File: config.mk
export PLATFORM = sky130hd
export DESIGN_NAME = bone_weight_top4_normalizer_top
export DESIGN_NICKNAME = d
export VERILOG_FILES = /design/src/rtl/bwn_pkg.sv /design/src/rtl/bwn_front.sv /design/src/rtl/bwn_queue.sv /design/src/rtl/bwn_back.sv /design/src/rtl/bone_weight_top4_normalizer_top.sv
export VERILOG_INCLUDE_DIRS = /design/src /design/src/rtl
export SDC_FILE = /design/constraint.sdc
export NUM_CORES = 2
export LEC_CHECK = 0
export ABC_CLOCK_PERIOD_IN_PS = 6490
export BUFFER_PORTS_ARGS = -buffer_cell sky130_fd_sc_hd__buf_2
export CAP_MARGIN = 20
export CORE_MARGIN = 2
export CORE_UTILIZATION = 60
export CTS_BUF_LIST = sky130_fd_sc_hd__clkbuf_4 sky130_fd_sc_hd__clkbuf_8
export CTS_CLUSTER_SIZE = 14
export DETAILED_ROUTE_END_ITERATION = 10
export PLACE_DENSITY = 0.86
export SKIP_LAST_GASP = 1
export SLEW_MARGIN = 20
export SYNTH_ARGS = -nofsm -noshare
export SYNTH_HDL_FRONTEND = slang
export SYNTH_SLANG_ARGS = --single-unit
File: constraint.sdc
create_clock -name clk_i -period 6.49 [get_ports clk_i]
set_input_delay 1.298 -clock clk_i [delete_from_list [all_inputs] [get_ports clk_i]]
set_output_delay 1.298 -clock clk_i [all_outputs]
set_load 0.05 [all_outputs]
File: src/rtl/bone_weight_top4_normalizer_top_macros.svh
// Assertion macros for the bone weight normalizer.
`ifndef BONE_WEIGHT_TOP4_NORMALIZER_TOP_MACROS_SVH
`define BONE_WEIGHT_TOP4_NORMALIZER_TOP_MACROS_SVH

// Plain clocked check, off while reset is asserted.
`define BWN_ASSERT(lbl, prop, msg) \
  lbl: assert property (@(posedge clk_i) disable iff (!rst_ni) (prop)) else $error(msg);

// Same-cycle implication.
`define BWN_ASSERT_IMP(lbl, ante, cons, msg) \
  `BWN_ASSERT(lbl, (ante) |-> (cons), msg)

`endif

File: src/rtl/bwn_pkg.sv
// Shared types, constants and the divide step of the bone weight normalizer.
package bwn_pkg;

  localparam int SLOTS    = 4;
  localparam int BONE_W   = 8;
  localparam int WGT_W    = 16;
  localparam int CNT_W    = 3;
  localparam int FRAC     = 15;
  localparam int SUM_W    = WGT_W + 2;
  localparam int REM_W    = SUM_W + 1;
  localparam int QUO_W    = FRAC + 1;
  localparam int DIV_CYC  = QUO_W / 2;
  localparam int STEP_W   = $clog2(DIV_CYC);
  localparam int IN_DW    = 24;
  localparam int OUT_DW   = 104;
  localparam int OUT_USED = CNT_W + SLOTS * BONE_W + SLOTS * WGT_W;

  localparam logic [STEP_W-1:0] DIV_LAST = STEP_W'(DIV_CYC - 1);
  localparam logic [CNT_W-1:0]  CNT_FULL = CNT_W'(SLOTS);

  // One finished vertex handed from the front to the back.
  typedef struct packed {
    logic [CNT_W-1:0]             cnt;
    logic [SLOTS-1:0][BONE_W-1:0] bone;
    logic [SLOTS-1:0][WGT_W-1:0]  wgt;
  } vtx_t;

  // Queue status seen by the front and the checks.
  typedef struct packed {
    logic full;
    logic empty;
  } qstat_t;

  // One restoring divide step: {quotient bit, next partial remainder}.
  function automatic logic [REM_W:0] div_step(input logic [REM_W-1:0] r,
                                               input logic [SUM_W-1:0] d);
    logic [REM_W-1:0] t;
    logic             ge;
    ge = (r >= REM_W'(d));
    t  = ge ? (r - REM_W'(d)) : r;
    return {ge, t[REM_W-2:0], 1'b0};
  endfunction

endpackage

File: src/rtl/bwn_front.sv
// Front: threshold filter and top-four sorted insertion, one pair per cycle while the queue has room.
module bwn_front import bwn_pkg::*; (
  input  logic              clk_i,
  input  logic              rst_ni,
  input  logic              cfg_we_i,
  input  logic [WGT_W-1:0]  cfg_wdata_i,
  input  logic              in_valid_i,
  output logic              in_ready_o,
  input  logic [BONE_W-1:0] bone_i,
  input  logic [WGT_W-1:0]  weight_i,
  input  logic              last_i,
  input  qstat_t            q_stat_i,
  output logic              push_o,
  output vtx_t              push_data_o
);

  logic [WGT_W-1:0]             thr_q;
  logic [SLOTS-1:0][WGT_W-1:0]  slot_w_q, slot_w_d;
  logic [SLOTS-1:0][BONE_W-1:0] slot_b_q, slot_b_d;
  logic [CNT_W-1:0]             cnt_q, cnt_d;
  logic [CNT_W-1:0]             pos;
  logic                         hit, do_ins, accept;

  assign in_ready_o = !q_stat_i.full;
  assign accept     = in_valid_i && in_ready_o;
  assign push_o     = accept && last_i;

  // first slot holding a strictly smaller weight; ties stay behind
  always_comb begin
    pos = cnt_q;
    hit = 1'b0;
    for (int k = SLOTS - 1; k >= 0; k--) begin
      if (weight_i > slot_w_q[k]) begin
        pos = CNT_W'(k);
        hit = 1'b1;
      end
    end
    do_ins = (weight_i > thr_q) && (hit || (cnt_q < CNT_FULL));
  end

  always_comb begin
    slot_w_d = slot_w_q;
    slot_b_d = slot_b_q;
    if (do_ins) begin
      if (pos == '0) begin
        slot_w_d[0] = weight_i;
        slot_b_d[0] = bone_i;
      end
      for (int j = 1; j < SLOTS; j++) begin
        if (CNT_W'(j) == pos) begin
          slot_w_d[j] = weight_i;
          slot_b_d[j] = bone_i;
        end else if (CNT_W'(j) > pos) begin
          slot_w_d[j] = slot_w_q[j-1];
          slot_b_d[j] = slot_b_q[j-1];
        end
      end
    end
    cnt_d = (do_ins && (cnt_q < CNT_FULL)) ? cnt_q + 1'b1 : cnt_q;
  end

  assign push_data_o.cnt  = cnt_d;
  assign push_data_o.bone = slot_b_d;
  assign push_data_o.wgt  = slot_w_d;

  always_ff @(posedge clk_i or negedge rst_ni) begin
    if (!rst_ni) begin
      thr_q    <= WGT_W'(32);
      slot_w_q <= '0;
      slot_b_q <= '0;
      cnt_q    <= '0;
    end else begin
      if (cfg_we_i) begin
        thr_q <= cfg_wdata_i;
      end
      if (accept) begin
        if (last_i) begin
          slot_w_q <= '0;
          slot_b_q <= '0;
          cnt_q    <= '0;
        end else begin
          slot_w_q <= slot_w_d;
          slot_b_q <= slot_b_d;
          cnt_q    <= cnt_d;
        end
      end
    end
  end

endmodule

File: src/rtl/bwn_queue.sv
// Two-entry queue of finished vertices between front and back.
module bwn_queue import bwn_pkg::*; (
  input  logic   clk_i,
  input  logic   rst_ni,
  input  logic   push_i,
  input  vtx_t   push_data_i,
  input  logic   pop_i,
  output vtx_t   head_o,
  output qstat_t stat_o
);

  vtx_t       mem_q [2];
  logic       wr_q, rd_q;
  logic [1:0] fill_q;

  assign head_o       = mem_q[rd_q];
  assign stat_o.full  = (fill_q == 2'd2);
  assign stat_o.empty = (fill_q == 2'd0);

  always_ff @(posedge clk_i) begin
    if (push_i) begin
      mem_q[wr_q] <= push_data_i;
    end
  end

  always_ff @(posedge clk_i or negedge rst_ni) begin
    if (!rst_ni) begin
      wr_q   <= 1'b0;
      rd_q   <= 1'b0;
      fill_q <= '0;
    end else begin
      if (push_i) begin
        wr_q <= !wr_q;
      end
      if (pop_i) begin
        rd_q <= !rd_q;
      end
      case ({push_i, pop_i})
        2'b10:   fill_q <= fill_q + 1'b1;
        2'b01:   fill_q <= fill_q - 1'b1;
        default: fill_q <= fill_q;
      endcase
    end
  end

endmodule

File: src/rtl/bwn_back.sv
// Back: kept sum and four lanes of restoring division, two bits per cycle.
module bwn_back import bwn_pkg::*; (
  input  logic              clk_i,
  input  logic              rst_ni,
  input  qstat_t            q_stat_i,
  input  vtx_t              q_head_i,
  output logic              pop_o,
  output logic              out_valid_o,
  input  logic              out_ready_i,
  output logic [OUT_DW-1:0] out_data_o
);

  typedef enum logic [1:0] {
    ST_IDLE,
    ST_DIV,
    ST_FIN
  } state_e;

  state_e                        state_q;
  logic [STEP_W-1:0]             step_q;
  logic [CNT_W-1:0]              cnt_q;
  logic [SLOTS-1:0][BONE_W-1:0]  bone_q;
  logic [SUM_W-1:0]              sum_q;
  logic [REM_W-1:0]              rem_q [SLOTS];
  logic [QUO_W-1:0]              quo_q [SLOTS];
  logic [REM_W:0]                s1 [SLOTS];
  logic [REM_W:0]                s2 [SLOTS];
  logic [SUM_W-1:0]              head_sum;
  logic [SLOTS-1:0][WGT_W-1:0]   nw;
  logic                          load;

  assign pop_o = (state_q == ST_IDLE) && !q_stat_i.empty;
  assign load  = (state_q == ST_FIN) && (!out_valid_o || out_ready_i);

  always_comb begin
    head_sum = '0;
    for (int j = 0; j < SLOTS; j++) begin
      head_sum = head_sum + SUM_W'(q_head_i.wgt[j]);
    end
  end

  always_comb begin
    for (int j = 0; j < SLOTS; j++) begin
      s1[j] = div_step(rem_q[j], sum_q);
      s2[j] = div_step(s1[j][REM_W-1:0], sum_q);
      // empty vertex divides by zero; its fields read as zero
      nw[j] = (cnt_q == '0) ? '0 : quo_q[j];
    end
  end

  always_ff @(posedge clk_i or negedge rst_ni) begin
    if (!rst_ni) begin
      state_q     <= ST_IDLE;
      step_q      <= '0;
      cnt_q       <= '0;
      bone_q      <= '0;
      sum_q       <= '0;
      out_valid_o <= 1'b0;
      out_data_o  <= '0;
      for (int j = 0; j < SLOTS; j++) begin
        rem_q[j] <= '0;
        quo_q[j] <= '0;
      end
    end else begin
      if (load) begin
        out_valid_o <= 1'b1;
      end else if (out_ready_i) begin
        out_valid_o <= 1'b0;
      end
      case (state_q)
        ST_IDLE: begin
          if (pop_o) begin
            cnt_q  <= q_head_i.cnt;
            bone_q <= q_head_i.bone;
            sum_q  <= head_sum;
            step_q <= '0;
            for (int j = 0; j < SLOTS; j++) begin
              rem_q[j] <= REM_W'(q_head_i.wgt[j]);
              quo_q[j] <= '0;
            end
            state_q <= ST_DIV;
          end
        end
        ST_DIV: begin
          for (int j = 0; j < SLOTS; j++) begin
            rem_q[j] <= s2[j][REM_W-1:0];
            quo_q[j] <= {quo_q[j][QUO_W-3:0], s1[j][REM_W], s2[j][REM_W]};
          end
          step_q <= step_q + 1'b1;
          if (step_q == DIV_LAST) begin
            state_q <= ST_FIN;
          end
        end
        ST_FIN: begin
          if (load) begin
            out_data_o  <= {(OUT_DW - OUT_USED)'(0), nw, bone_q, cnt_q};
            state_q     <= ST_IDLE;
          end
        end
        default: state_q <= ST_IDLE;
      endcase
    end
  end

endmodule

File: src/rtl/bone_weight_top4_normalizer_top.sv
// Top level of the bone weight top-four selector and normalizer.
//
//  channel   dir  handshake                     beat contents
//  s_axis    in   s_axis_tvalid/s_axis_tready   one (bone, weight) pair, tlast ends vertex
//  m_axis    out  m_axis_tvalid/m_axis_tready   one normalized vertex
//  cfg       in   cfg_we_i                      drop_threshold write
//
//  Input pairs: one per cycle while the queue has room; the front sorts each into
//  the top-four list on arrival. Per vertex the back loads and sums, runs two-bit
//  divides in four parallel lanes, then moves the result into the output register.
//  A two-entry vertex queue decouples them; the front stalls on every beat while
//  both entries are taken. The output register holds while m_axis_tready is low.
//  Reset is asynchronous, active low; threshold returns to 32, all but queue storage cleared.
`include "bone_weight_top4_normalizer_top_macros.svh"

module bone_weight_top4_normalizer_top import bwn_pkg::*; (
  input  logic              clk_i,
  input  logic              rst_ni,
  input  logic              cfg_we_i,
  input  logic [WGT_W-1:0]  cfg_wdata_i,     // drop_threshold, Q1.15
  input  logic              s_axis_tvalid,
  output logic              s_axis_tready,
  input  logic [IN_DW-1:0]  s_axis_tdata,    // [7:0] bone_index, [23:8] weight
  input  logic              s_axis_tlast,    // last_of_vertex
  output logic              m_axis_tvalid,
  input  logic              m_axis_tready,
  // [2:0] kept_count, [10:3] bone_0, [18:11] bone_1, [26:19] bone_2,
  // [34:27] bone_3, [50:35] norm_weight_0, [66:51] norm_weight_1,
  // [82:67] norm_weight_2, [98:83] norm_weight_3, [103:99] zero
  output logic [OUT_DW-1:0] m_axis_tdata
);

  qstat_t q_stat;
  vtx_t   q_push_data, q_head;
  logic   q_push, q_pop;

  bwn_front u_front (
    .clk_i       (clk_i),
    .rst_ni      (rst_ni),
    .cfg_we_i    (cfg_we_i),
    .cfg_wdata_i (cfg_wdata_i),
    .in_valid_i  (s_axis_tvalid),
    .in_ready_o  (s_axis_tready),
    .bone_i      (s_axis_tdata[BONE_W-1:0]),
    .weight_i    (s_axis_tdata[BONE_W+WGT_W-1:BONE_W]),
    .last_i      (s_axis_tlast),
    .q_stat_i    (q_stat),
    .push_o      (q_push),
    .push_data_o (q_push_data)
  );

  bwn_queue u_queue (
    .clk_i       (clk_i),
    .rst_ni      (rst_ni),
    .push_i      (q_push),
    .push_data_i (q_push_data),
    .pop_i       (q_pop),
    .head_o      (q_head),
    .stat_o      (q_stat)
  );

  bwn_back u_back (
    .clk_i       (clk_i),
    .rst_ni      (rst_ni),
    .q_stat_i    (q_stat),
    .q_head_i    (q_head),
    .pop_o       (q_pop),
    .out_valid_o (m_axis_tvalid),
    .out_ready_i (m_axis_tready),
    .out_data_o  (m_axis_tdata)
  );

  // total of the normalized weights; truncation loses under one LSB per slot
  logic [SUM_W-1:0] nw_sum;
  logic [CNT_W-1:0] out_cnt;
  logic             norm_ok;
  assign nw_sum = SUM_W'(m_axis_tdata[50:35]) + SUM_W'(m_axis_tdata[66:51])
                + SUM_W'(m_axis_tdata[82:67]) + SUM_W'(m_axis_tdata[98:83]);
  assign out_cnt = m_axis_tdata[CNT_W-1:0];
  assign norm_ok = (nw_sum <= 18'd32768) && (nw_sum >= 18'd32765);

  `BWN_ASSERT_IMP(a_push_room, q_push, !q_stat.full, "vertex pushed into full queue")
  `BWN_ASSERT_IMP(a_pop_data, q_pop, !q_stat.empty, "vertex popped from empty queue")
  `BWN_ASSERT_IMP(a_cnt_range, m_axis_tvalid, out_cnt <= CNT_FULL, "kept_count over four")
  `BWN_ASSERT_IMP(a_norm_sum, m_axis_tvalid && (out_cnt != '0), norm_ok, "weights not normalized")

endmodule
==> flow_summary.toml <==
[clock_network]
worstSkewPairLatency_ps = 720
cts_buffers = 100
clockBufferDepth = 3
cts_sinks = 615
cts_max_level = 3
post-cts-setup-buffer-count = 0
root_buffer = "clkbuf_8"
ctsResizeCount = 0
cts_hold_buf = 0
cts_tree = "done"
clkTransAtPathRegs_ps = 60

[grt]
grt_pass1_wl_mm = 160
antenna_found_initial = 4
grt_max_degree = 148
grtUsageTotal_pct = 32.1
grt_pass1_vias = 29400
grt-ovfl-total = 0

[detailed_routing]
ant_nets = 0
drt_pass1_iterations = 6
wire_per_inst_microns = 21.9
vias_per_cell = 6.53
drc = 0
vias = 30300
routed_wl_mm = 102
drt_iter0_markers = 3604

[synth]
ys_ff_latch = 615
avgSynthCellArea_sq_um = 9.99
ys_warn_count = 0
synthCells = 3661
synth_cell_type_count = 86
synth_edf_count = 198
syn_area_sq_um = 36600
yosysSeqAreaShare_pct = 44.8
synthFlopType = "dfrtp_1"
async_flop_share_pct = 67.8

[worst_hold_path]
worstHoldStart = "u_back.sum_q[13]"
hold_path.class = "reg2reg"

[placed_design]
pre_cts_ws_ps = 586
io_buffers = 146
hpwl_mm = 70.4
postPlaceCellArea_sq_um = 38100
routabilityCongestion = 0.982

[floorplanning]
die_y_microns = 251
fp.coreArea_sq_um = 60400
dieArea_sq_um = 63000
rows = 90
die_x_microns = 251
num_io_pins = 152
initial_core_util_pct = 60.6

[setup_path]
startpoint = "u_back.sum_q[6]"
max_stage_delay_ps = 440
start_kind = "flip-flop"
critPathKind = "reg2reg"
crit_top_cell = "a21oi_1"
required_ps = 7100
cp_num_buf_inv = 3
cp.arrival_ps = 6630
crit-reg2reg-launch = "u_back.sum_q[6]"
critical-path-top-delay-family = "compound AO/OA/AOI/OAI gates"
critPathSlowestCell = "a211oi_2"
critical_path.max_fanout = 31
cp_cell_sequence = "inv_1, ha_1, a21oi_1, nand2_1, and2_1, a21oi_1, o31ai_1, a21oi_2, buf_4, mux2_2, ha_1, o21ai_0, a21oi_1, a211oi_2, o2111ai_1, o21a_1, o21a_1, a211oi_4, buf_4, mux2_2, o21ai_0"
critPathCaptureType = "flip-flop"

[cells_and_area]
layout_commonest_cell = "nand2_1"
drive_gt1_share_pct = 13.2
n_fill_cell = 4419
final_cell_mix = "479 x nand2_1, 415 x dfrtp_1, 350 x o21ai_0, 260 x ha_1, 198 x edfxtp_1"
finalInstanceArea_sq_um = 40300
layout-area-overhead-vs-synth_pct = 10.2
final_nets = 4116

[status]
status = "finished clean"

[sta]
final_hold_viol_count = 0
timing.slew.headroom_pct = 28.4
maxSlewViolCount = 0
finalCritPeriodShare_pct = 92.8
finClkSkew_ps = 36.6
post-route-min-period_ps = 6020
setup-tns-final_ps = 0
setup_viol = 0
tightestPinTransition_ps = 1070
worst_slack_ps = 466
fmax_mhz = 166
rsz0062_at_grt = "false"

[job]
maxCapViolations = 0
==> path summary, 6_finish.rpt <==
kind,end,slack [ps],cells past startpoint
worst min-delay path,u_back.sum_q[13],480,2
min in group asynchronous,u_front.thr_q[14],540,1
max in group asynchronous,u_back.out_data_o[73],4580,2
worst min register to register,u_back.sum_q[13],480,2
worst max register to register,u_back.rem_q[2],470,21
worst max-delay path,u_back.rem_q[2],470,21
==> cell usage after synthesis (7+ instances only) <==
library cell,n,area (sq um)
a211oi_1,15,113
a21o_1,82,616
a21oi_1,183,916
a221o_1,12,120
a22o_1,67,587
a22oi_1,60,450
a311oi_1,7,61.3
a31oi_1,26,163
and2_1,27,169
and3_1,20,125
buf_1,13,48.8
buf_2,26,130
buf_4,9,67.6
clkbuf_1,138,518
dfrtp_1,416,10400
edfxtp_1,198,5950
fa_1,26,521
ha_1,260,3250
inv_1,178,668
mux2_2,91,1020
mux2i_1,142,1420
nand2_1,480,1800
nand2b_1,24,150
nand3_1,79,395
nand4_1,29,181
nor2_1,135,507
nor2b_1,23,144
nor3_1,37,185
o211a_1,21,210
o211ai_1,36,270
o21a_1,24,180
o21ai_0,351,1760
o21ai_1,18,90.1
o21bai_1,14,105
o221ai_1,14,123
o22ai_1,51,319
o2bb2ai_1,9,78.8
o311ai_1,11,96.3
o31ai_1,16,120
or2_2,7,43.8
or3_1,39,244
xnor2_1,80,701
xor2_1,61,534
==> routing by layer <==
layer | wire length (microns) | track usage (%)
met1 | 40400 | 42.3
met2 | 45900 | 50.0
met3 | 9690 | 6.95
met4 | 5910 | 16.9
met5 | 32 | 0
==> kinds of logic (layout without fill, tap and decap cells) <==
logic type / count (synthesis) / count (layout) / share of synthesized area, %
adders and majority gates: 286 / 286 / 10.3
buffers and inverters: 368 / 566 / 4.04
xor gates and xnor gates: 141 / 141 / 3.38
DFF: 615 / 615 / 44.8
and+or+nand+nor: 926 / 926 / 11.4
AOI/OAI and AO/OA: 1089 / 1089 / 19.4
muxes: 235 / 235 / 6.75
other: 1 / 6 / 0.0102
==> stage by stage <==
stage	cells	utilization [%]	hold slack (ps)
6_report	4646	66.8	481
2_1_floorplan	3665	-	446
3_5_place_dp	4464	63.2	472
3_3_place_gp	4464	63.2	459
4_1_cts	4645	66.8	484
5_1_grt	4645	66.8	508
==> flip-flops by register name, indices dropped and copies added (netlist names), 2 cells and up <==
register,flops
u_queue.fill_q,2
u_queue.mem_q,198
u_back.cnt_q,3
u_front.cnt_q,3
u_front.slot_w_q,64
u_front.thr_q,16
u_back.step_q,3
u_back.quo_q,64
u_back.state_q,2
u_back.rem_q,76
u_front.slot_b_q,32
u_back.bone_q,32
u_back.sum_q,18
u_back.out_data_o,99
==> area by class of cell <==
cell class | instances | area [sq um] | share of cell area (%)
Multi-Input combinational cell | 2682 | 18800 | 46.8
Sequential cell | 615 | 16400 | 40.7
Clock buffer | 147 | 1810 | 4.49
Timing Repair Buffer | 207 | 1240 | 3.07
Tap cell | 782 | 978 | 2.43
Inverter | 178 | 671 | 1.66
Clock inverter | 34 | 370 | 0.919
Antenna cell | 1 | 2.50 | 0.00621
==> worst min-delay path, cell delays in order (launching register included) <==
cell and delay (ps):
dfrtp_1 340, nand2_1 50, o21ai_0 60
Power is left out: the tool's default activity adds up to more than one toggle a clock period on the data nets, which glitch-free logic cannot reach.
